--- src/design/sorb_pkg.sv ---
package sorb_pkg;

    // Default sizes handed to the top level
    localparam int TABLE_DEPTH_DEF  = 16;
    localparam int HANDLE_WIDTH_DEF = 8;

    // Most entries drained for one incoming segment
    localparam int MAX_RESULTS = 16;
    localparam int CNT_W       = $clog2(MAX_RESULTS + 1);
    localparam logic [CNT_W-1:0] MAX_CNT = CNT_W'(MAX_RESULTS);

    // Register word index on the APB port
    localparam logic REG_INIT_SEQ = 1'b0;

    // Descriptor fields held by one cell (handle travels separately)
    typedef struct packed {
        logic [31:0] seq_start;
        logic [31:0] seq_end;
        logic [31:0] ack_num;
        logic [15:0] length;
    } sorb_entry_t;

    // Per-cycle command broadcast to every cell
    typedef struct packed {
        logic insert;
        logic pop;
    } sorb_cell_ctrl_t;

    typedef enum logic [1:0] {
        ST_IDLE,
        ST_INSERT,
        ST_DRAIN
    } sorb_state_t;

endpackage

--- src/design/sorb_cell.sv ---
module sorb_cell #(
    parameter int HANDLE_WIDTH = sorb_pkg::HANDLE_WIDTH_DEF
) (
    input  logic                        clk,
    input  logic                        rst_n,
    input  sorb_pkg::sorb_cell_ctrl_t   ctrl,
    // new descriptor, broadcast to all cells
    input  sorb_pkg::sorb_entry_t       cand_entry,
    input  logic [HANDLE_WIDTH-1:0]     new_handle,
    // lower neighbor (toward the head)
    input  logic                        prev_ins,
    input  sorb_pkg::sorb_entry_t       prev_entry,
    input  logic [HANDLE_WIDTH-1:0]     prev_handle,
    input  logic                        prev_valid,
    // upper neighbor (toward the tail)
    input  sorb_pkg::sorb_entry_t       next_entry,
    input  logic [HANDLE_WIDTH-1:0]     next_handle,
    input  logic                        next_valid,
    // this cell's contents
    output sorb_pkg::sorb_entry_t       entry,
    output logic [HANDLE_WIDTH-1:0]     handle,
    output logic                        valid,
    output logic                        ins,
    output logic                        match
);

    sorb_pkg::sorb_entry_t     entry_reg, entry_next;
    logic [HANDLE_WIDTH-1:0]   handle_reg, handle_next;
    logic                      valid_reg, valid_next;

    // Cell at or past the insert point: empty, or holding a larger start
    assign ins   = !valid_reg || (entry_reg.seq_start > cand_entry.seq_start);
    assign match = valid_reg && (entry_reg.seq_start == cand_entry.seq_start);

    // Pop shifts toward the head; insert loads here or shifts toward the tail
    always_comb
    begin
        entry_next  = entry_reg;
        handle_next = handle_reg;
        valid_next  = valid_reg;
        if (ctrl.pop)
        begin
            entry_next  = next_entry;
            handle_next = next_handle;
            valid_next  = next_valid;
        end
        else if (ctrl.insert && ins)
        begin
            if (prev_ins)
            begin
                entry_next  = prev_entry;
                handle_next = prev_handle;
                valid_next  = prev_valid;
            end
            else
            begin
                entry_next  = cand_entry;
                handle_next = new_handle;
                valid_next  = 1'b1;
            end
        end
    end

    always_ff @(posedge clk or negedge rst_n)
    begin
        if (!rst_n)
        begin
            valid_reg <= 1'b0;
        end
        else
        begin
            valid_reg <= valid_next;
        end
    end

    always_ff @(posedge clk)
    begin
        entry_reg  <= entry_next;
        handle_reg <= handle_next;
    end

    assign entry  = entry_reg;
    assign handle = handle_reg;
    assign valid  = valid_reg;

endmodule

--- src/design/segment_reorder_buffer.sv ---
// Segment reorder buffer: keeps received segment descriptors sorted by start
// sequence in a chain of cells and hands out those that are in order.
// Input channel: in_valid/in_stall with seg_start, seg_end, seg_ack,
// seg_length, payload_handle. Output channel: out_valid/out_stall carrying
// one beat per drained segment, or a single status beat (delivered = 0)
// when nothing drains; last marks the final beat of each input segment.
// Drop flags are repeated on every beat of one segment.
// Flow: accept, an insert state (cells past the insert point shift), then
// one beat per cycle into the output register while out_stall is low,
// at most 16 per segment. The cell chain does one insert or pop per cycle.
// in_stall stays high from accept until the last beat is loaded into the
// output register; an output stall holds the beat and pauses draining.
// Reset empties the table and loads expected sequence and
// initial_expected_seq with 0. Writing initial_expected_seq (APB, word 0)
// also reloads the expected sequence; write only while idle.
module segment_reorder_buffer #(
    parameter int TABLE_DEPTH  = sorb_pkg::TABLE_DEPTH_DEF,
    parameter int HANDLE_WIDTH = sorb_pkg::HANDLE_WIDTH_DEF
) (
    input  logic                    clk,
    input  logic                    rst_n,
    // APB configuration port
    input  logic                    psel,
    input  logic                    penable,
    input  logic                    pwrite,
    input  logic [2:0]              paddr,
    input  logic [31:0]             pwdata,
    output logic [31:0]             prdata,
    output logic                    pready,
    // segment input
    input  logic                    in_valid,
    output logic                    in_stall,
    input  logic [31:0]             seg_start,
    input  logic [31:0]             seg_end,
    input  logic [31:0]             seg_ack,
    input  logic [15:0]             seg_length,
    input  logic [HANDLE_WIDTH-1:0] payload_handle,
    // result output
    output logic                    out_valid,
    input  logic                    out_stall,
    output logic                    delivered,
    output logic [31:0]             out_start,
    output logic [31:0]             out_end,
    output logic [31:0]             out_ack,
    output logic [15:0]             out_length,
    output logic [HANDLE_WIDTH-1:0] out_handle,
    output logic                    duplicate_dropped,
    output logic                    overflow_dropped,
    output logic                    last
);

    localparam int CNT_W = sorb_pkg::CNT_W;

    sorb_pkg::sorb_state_t      state_reg, state_next;
    sorb_pkg::sorb_cell_ctrl_t  ctrl;

    sorb_pkg::sorb_entry_t      seg_reg;
    logic [HANDLE_WIDTH-1:0]    seg_handle_reg;
    logic [31:0]                init_seq_reg;
    logic [31:0]                expected_reg, expected_next;
    logic [CNT_W-1:0]           cnt_reg, cnt_next;
    logic                       dup_reg, dup_next;
    logic                       ovf_reg, ovf_next;

    logic                       out_valid_reg, out_valid_next;
    logic                       delivered_reg, delivered_next;
    sorb_pkg::sorb_entry_t      out_entry_reg, out_entry_next;
    logic [HANDLE_WIDTH-1:0]    out_handle_reg, out_handle_next;
    logic                       out_dup_reg, out_dup_next;
    logic                       out_ovf_reg, out_ovf_next;
    logic                       last_reg, last_next;

    sorb_pkg::sorb_entry_t      cell_entry  [TABLE_DEPTH];
    logic [HANDLE_WIDTH-1:0]    cell_handle [TABLE_DEPTH];
    logic [TABLE_DEPTH-1:0]     cell_valid;
    logic [TABLE_DEPTH-1:0]     cell_ins;
    logic [TABLE_DEPTH-1:0]     cell_match;

    logic                       in_take;
    logic                       cfg_wr;
    logic                       slot_free;
    logic                       head_hit;
    logic                       emit;
    logic                       emit_last;
    logic                       dup_any;

    // Configuration port
    assign pready = 1'b1;
    assign cfg_wr = psel && penable && pwrite && pready && (paddr[2] == sorb_pkg::REG_INIT_SEQ);
    assign prdata = (paddr[2] == sorb_pkg::REG_INIT_SEQ) ? init_seq_reg : 32'd0;

    always_ff @(posedge clk or negedge rst_n)
    begin
        if (!rst_n)
        begin
            init_seq_reg <= 32'd0;
        end
        else if (cfg_wr)
        begin
            init_seq_reg <= pwdata;
        end
    end

    // Input capture
    assign in_stall = (state_reg != sorb_pkg::ST_IDLE);
    assign in_take  = in_valid && !in_stall;

    always_ff @(posedge clk)
    begin
        if (in_take)
        begin
            seg_reg.seq_start <= seg_start;
            seg_reg.seq_end   <= seg_end;
            seg_reg.ack_num   <= seg_ack;
            seg_reg.length    <= seg_length;
            seg_handle_reg    <= payload_handle;
        end
    end

    // Cell chain
    for (genvar i = 0; i < TABLE_DEPTH; i++)
    begin : g_cell
        logic                       p_ins;
        sorb_pkg::sorb_entry_t      p_entry;
        logic [HANDLE_WIDTH-1:0]    p_handle;
        logic                       p_valid;
        sorb_pkg::sorb_entry_t      n_entry;
        logic [HANDLE_WIDTH-1:0]    n_handle;
        logic                       n_valid;

        if (i == 0)
        begin : g_head
            assign p_ins    = 1'b0;
            assign p_entry  = seg_reg;
            assign p_handle = seg_handle_reg;
            assign p_valid  = 1'b0;
        end
        else
        begin : g_body
            assign p_ins    = cell_ins[i-1];
            assign p_entry  = cell_entry[i-1];
            assign p_handle = cell_handle[i-1];
            assign p_valid  = cell_valid[i-1];
        end

        if (i == TABLE_DEPTH - 1)
        begin : g_tail
            assign n_entry  = seg_reg;
            assign n_handle = seg_handle_reg;
            assign n_valid  = 1'b0;
        end
        else
        begin : g_inner
            assign n_entry  = cell_entry[i+1];
            assign n_handle = cell_handle[i+1];
            assign n_valid  = cell_valid[i+1];
        end

        sorb_cell #(
            .HANDLE_WIDTH (HANDLE_WIDTH)
        ) u_cell (
            .clk         (clk),
            .rst_n       (rst_n),
            .ctrl        (ctrl),
            .cand_entry  (seg_reg),
            .new_handle  (seg_handle_reg),
            .prev_ins    (p_ins),
            .prev_entry  (p_entry),
            .prev_handle (p_handle),
            .prev_valid  (p_valid),
            .next_entry  (n_entry),
            .next_handle (n_handle),
            .next_valid  (n_valid),
            .entry       (cell_entry[i]),
            .handle      (cell_handle[i]),
            .valid       (cell_valid[i]),
            .ins         (cell_ins[i]),
            .match       (cell_match[i])
        );
    end

    // Head-cell drain test; last unless a hit cell 1 extends under the cap
    assign dup_any   = |cell_match;
    assign slot_free = !out_valid_reg || !out_stall;
    assign head_hit  = cell_valid[0] && (cell_entry[0].seq_start == expected_reg)
                       && (cnt_reg != sorb_pkg::MAX_CNT);
    assign emit      = (state_reg == sorb_pkg::ST_DRAIN) && slot_free;
    assign emit_last = !head_hit
                       || ((cnt_reg + CNT_W'(1)) == sorb_pkg::MAX_CNT)
                       || !(cell_valid[1] && (cell_entry[1].seq_start == cell_entry[0].seq_end));

    always_ff @(posedge clk or negedge rst_n)
    begin
        if (!rst_n)
        begin
            state_reg     <= sorb_pkg::ST_IDLE;
            expected_reg  <= 32'd0;
            cnt_reg       <= '0;
            dup_reg       <= 1'b0;
            ovf_reg       <= 1'b0;
            out_valid_reg <= 1'b0;
        end
        else
        begin
            state_reg     <= state_next;
            expected_reg  <= expected_next;
            cnt_reg       <= cnt_next;
            dup_reg       <= dup_next;
            ovf_reg       <= ovf_next;
            out_valid_reg <= out_valid_next;
        end
    end

    // Sequencer: insert, then drain one beat per free output slot
    always_comb
    begin
        state_next      = state_reg;
        expected_next   = expected_reg;
        cnt_next        = cnt_reg;
        dup_next        = dup_reg;
        ovf_next        = ovf_reg;
        ctrl            = '0;
        out_valid_next  = out_valid_reg && out_stall;
        delivered_next  = delivered_reg;
        out_entry_next  = out_entry_reg;
        out_handle_next = out_handle_reg;
        out_dup_next    = out_dup_reg;
        out_ovf_next    = out_ovf_reg;
        last_next       = last_reg;

        if (cfg_wr)
        begin
            expected_next = pwdata;
        end

        unique case (state_reg)
            sorb_pkg::ST_IDLE:
            begin
                if (in_take)
                begin
                    state_next = sorb_pkg::ST_INSERT;
                end
            end
            sorb_pkg::ST_INSERT:
            begin
                dup_next    = dup_any;
                ovf_next    = !dup_any && cell_valid[TABLE_DEPTH-1];
                ctrl.insert = !dup_any && !cell_valid[TABLE_DEPTH-1];
                cnt_next    = '0;
                state_next  = sorb_pkg::ST_DRAIN;
            end
            sorb_pkg::ST_DRAIN:
            begin
                if (emit)
                begin
                    out_valid_next = 1'b1;
                    out_dup_next   = dup_reg;
                    out_ovf_next   = ovf_reg;
                    last_next      = emit_last;
                    if (head_hit)
                    begin
                        ctrl.pop        = 1'b1;
                        delivered_next  = 1'b1;
                        out_entry_next  = cell_entry[0];
                        out_handle_next = cell_handle[0];
                        expected_next   = cell_entry[0].seq_end;
                        cnt_next        = cnt_reg + CNT_W'(1);
                    end
                    else
                    begin
                        delivered_next  = 1'b0;
                        out_entry_next  = '0;
                        out_handle_next = '0;
                    end
                    if (emit_last)
                    begin
                        state_next = sorb_pkg::ST_IDLE;
                    end
                end
            end
            default:
            begin
                state_next = sorb_pkg::ST_IDLE;
            end
        endcase
    end

    // Output register payload
    always_ff @(posedge clk)
    begin
        delivered_reg  <= delivered_next;
        out_entry_reg  <= out_entry_next;
        out_handle_reg <= out_handle_next;
        out_dup_reg    <= out_dup_next;
        out_ovf_reg    <= out_ovf_next;
        last_reg       <= last_next;
    end

    assign out_valid         = out_valid_reg;
    assign delivered         = delivered_reg;
    assign out_start         = out_entry_reg.seq_start;
    assign out_end           = out_entry_reg.seq_end;
    assign out_ack           = out_entry_reg.ack_num;
    assign out_length        = out_entry_reg.length;
    assign out_handle        = out_handle_reg;
    assign duplicate_dropped = out_dup_reg;
    assign overflow_dropped  = out_ovf_reg;
    assign last              = last_reg;

    // Table stays packed at the low cells
    a_packed: assert property (@(posedge clk) disable iff (!rst_n)
        ((cell_valid >> 1) & ~cell_valid) == '0)
        else $error("cell table not packed");

    // Pop only from a valid head that matches the expected sequence
    a_pop_head: assert property (@(posedge clk) disable iff (!rst_n)
        ctrl.pop |-> (cell_valid[0] && head_hit))
        else $error("pop without a matching head");

    // No insert when the segment duplicates a stored start
    a_no_dup_insert: assert property (@(posedge clk) disable iff (!rst_n)
        ctrl.insert |-> !dup_any)
        else $error("insert of a duplicate start");

    // The final beat of a segment returns the sequencer to idle
    a_last_idle: assert property (@(posedge clk) disable iff (!rst_n)
        (emit && emit_last) |=> (state_reg == sorb_pkg::ST_IDLE))
        else $error("last beat did not end the segment");

    // Drain count bounded per segment
    a_cnt_bound: assert property (@(posedge clk) disable iff (!rst_n)
        cnt_reg <= sorb_pkg::MAX_CNT)
        else $error("drain count over limit");

endmodule

--- config.mk ---
export PLATFORM = sky130hd
export DESIGN_NAME = segment_reorder_buffer
export DESIGN_NICKNAME = d
export VERILOG_FILES = /design/src/design/sorb_pkg.sv /design/src/design/sorb_cell.sv /design/src/design/segment_reorder_buffer.sv
export SDC_FILE = /design/constraint.sdc
export NUM_CORES = 2
export LEC_CHECK = 0
export ABC_AREA = 1
export CORE_UTILIZATION = 55
export CTS_BUF_LIST = sky130_fd_sc_hd__clkbuf_16
export CTS_CLUSTER_DIAMETER = 40
export DETAILED_ROUTE_END_ITERATION = 10
export DONT_BUFFER_PORTS = 1
export MAX_ROUTING_LAYER = met4
export PLACE_DENSITY = 0.7
export SETUP_SLACK_MARGIN = 0.02
export SYNTH_ARGS = -nofsm -noshare
export SYNTH_HDL_FRONTEND = slang
export SYNTH_HIERARCHICAL = 1
export SYNTH_SLANG_ARGS = --single-unit
--- constraint.sdc ---
create_clock -name clk -period 17.2 [get_ports clk]
set_input_delay 3.44 -clock clk [delete_from_list [all_inputs] [get_ports clk]]
set_output_delay 3.44 -clock clk [all_outputs]
set_load 0.005 [all_outputs]
==> results.ini <==
[sta]
min_period_ps=7920
clock.fmax_ghz=0.126
fin_skew_ps=67.2
maxSlewHeadroom_pct=10.8
hold_viol=0
setup_viol=0
rsz0062_at_grt=no
worst_pin_slew_ps=1340
tns_ps=0
finalMaxSlewViolations=0
finalCritPeriodShare_pct=46.0

[setup_path]
arrival_ps=8480
required_ps=17760
path_max_fanout=71
worstSetupStartpointType=input port
end_kind=flop
crit_type=in2reg

[clocking]
cts.clk_slew.worst_paths_ps=60
cts.path.max_buffers=4
hold_buffers=0
ctsResizeCount=0
cts_tree=built
cts_buffers=385
clk_latency_ps=990
clock-root-buffer=clkbuf_16
htree_levels=5
post-cts-setup-buffers=0
cts_sinks=2254

[detailed_routing]
ant_nets=0
via_count=106000
drc=0
dr.first_iter.drc_count=14700
avgViaCountPerCell=6.18
wl_per_cell_um=23.4
dr.pass1.iters=10
drt_wl_total_um=404000

[floorplanning]
dieArea_mm2=0.226
core_mm2=0.223
die_w_um=476
pin_count=321
rows=173
start_util_pct=55.4
die_h_um=476

[placed_design]
dp.cells=16500
dp_hpwl_um=240000
gp_congestion=0.903
portBuffers=0

[layout]
fin_util_pct=62.2
area_growth_pct=12.2
final_common_cell=a21oi_1
final_cell_mix=4024 x a21oi_1, 2892 x nand2_1, 2280 x nor2_1
nets=14600
layout-drive-gt1-share_pct=7.24
instances_no_fill=17200
largest_reg_flops=1792

[power]
ir_drop_uv=184
combPwrFrac_pct=29.6
internal-power_mw=15.6
switching_share_pct=36.8
seq_power_share_pct=38.7
p_per_area_mw_per_mm2=178
clkPwrFrac_pct=31.7
power.switching_mw=9.09
leakage_nw=54.0

[job]
maxCapViolCount=0

[yosys]
syn_inst=14300
syn-cell-area_mm2=0.123
yosys_warnings=6
syn_avg_cell_area_um2=8.65

[grt]
grt_max_degree=244
global_route.usage.total_pct=35.8
gr-total-overflow=0
grt_pass1_vias=104000
grt_antenna_before_repair=20
grt_pass1_wl_um=608000

[run_status]
status=complete, no violations

[hold_path]
hold_class=reg2reg

## routing by layer
layer / vias to the layer above / global-route usage (%) / wire (µm)
met2: 7073 / 56.2 / 186000
met3: 1178 / 8.17 / 50700
met1: 50200 / 44.9 / 151000
met5: - / - / 0
li1: 48100 / - / -
met4: 0 / 14.1 / 16200
## power groups by stage
| stage | Combinational (mW) | Sequential [mW] | Clock (mW) |
|---|---|---|---|
| after floorplan | 4.74 | 9.31 | 0 |
| after global placement | 6.68 | 9.54 | 0 |
| after detailed placement | 7.02 | 9.60 | 0 |
| after CTS | 7.07 | 9.51 | 7.89 |
| after global routing | 7.87 | 9.70 | 8.12 |
| final | 7.30 | 9.55 | 7.83 |
## final timing paths
path                                       startpoint                          to  slack (ps)  cells after the start
max                                         out_stall  g_cell[1].u_cell/entry[72]        9280                     10
min                                           dup_reg           duplicate_dropped         490                      0
max reg2reg                g_cell[0].u_cell/entry[96]  g_cell[1].u_cell/entry[72]       10690                     15
min reg2reg                                   dup_reg           duplicate_dropped         490                      0
max in group asynchronous                       rst_n            expected_reg[23]       14840                      0
min in group asynchronous                       rst_n            init_seq_reg[13]        2180                      0
## per-stage QoR
| step | worst slack, ps | power [mW] | instance area (µm²) | hold WS [ps] |
|---|---|---|---|---|
| after global placement | 8570 | 16.2 | 125000 | 440 |
| after global routing | 9200 | 25.7 | 138000 | 500 |
| after floorplan | 5090 | 14.1 | 124000 | 425 |
| final | 9280 | 24.7 | 138000 | 491 |
| after CTS | 9510 | 24.5 | 138000 | 487 |
| after detailed placement | 8510 | 16.6 | 125000 | 472 |
## critical path, cell delays in order
cell and delay [ps]:
nand2_1 90, inv_1 100, nor2_4 210, nand2_1 360, inv_8 440, buf_4 630, buf_4 740, inv_4 470
nand2_8 660, buf_4 880
## layout make-up
type	count	area, µm²
diodes	14	35.0
clock buffers	389	9730
flip-flops and latches	2254	67200
clock inverters	301	3380
fillers	18100	84200
well taps	2975	3720
inverters	976	3750
multi-input cells	10200	49400
repair buffers	158	1270
No activity file was read; power rests on OpenSTA's default activity.
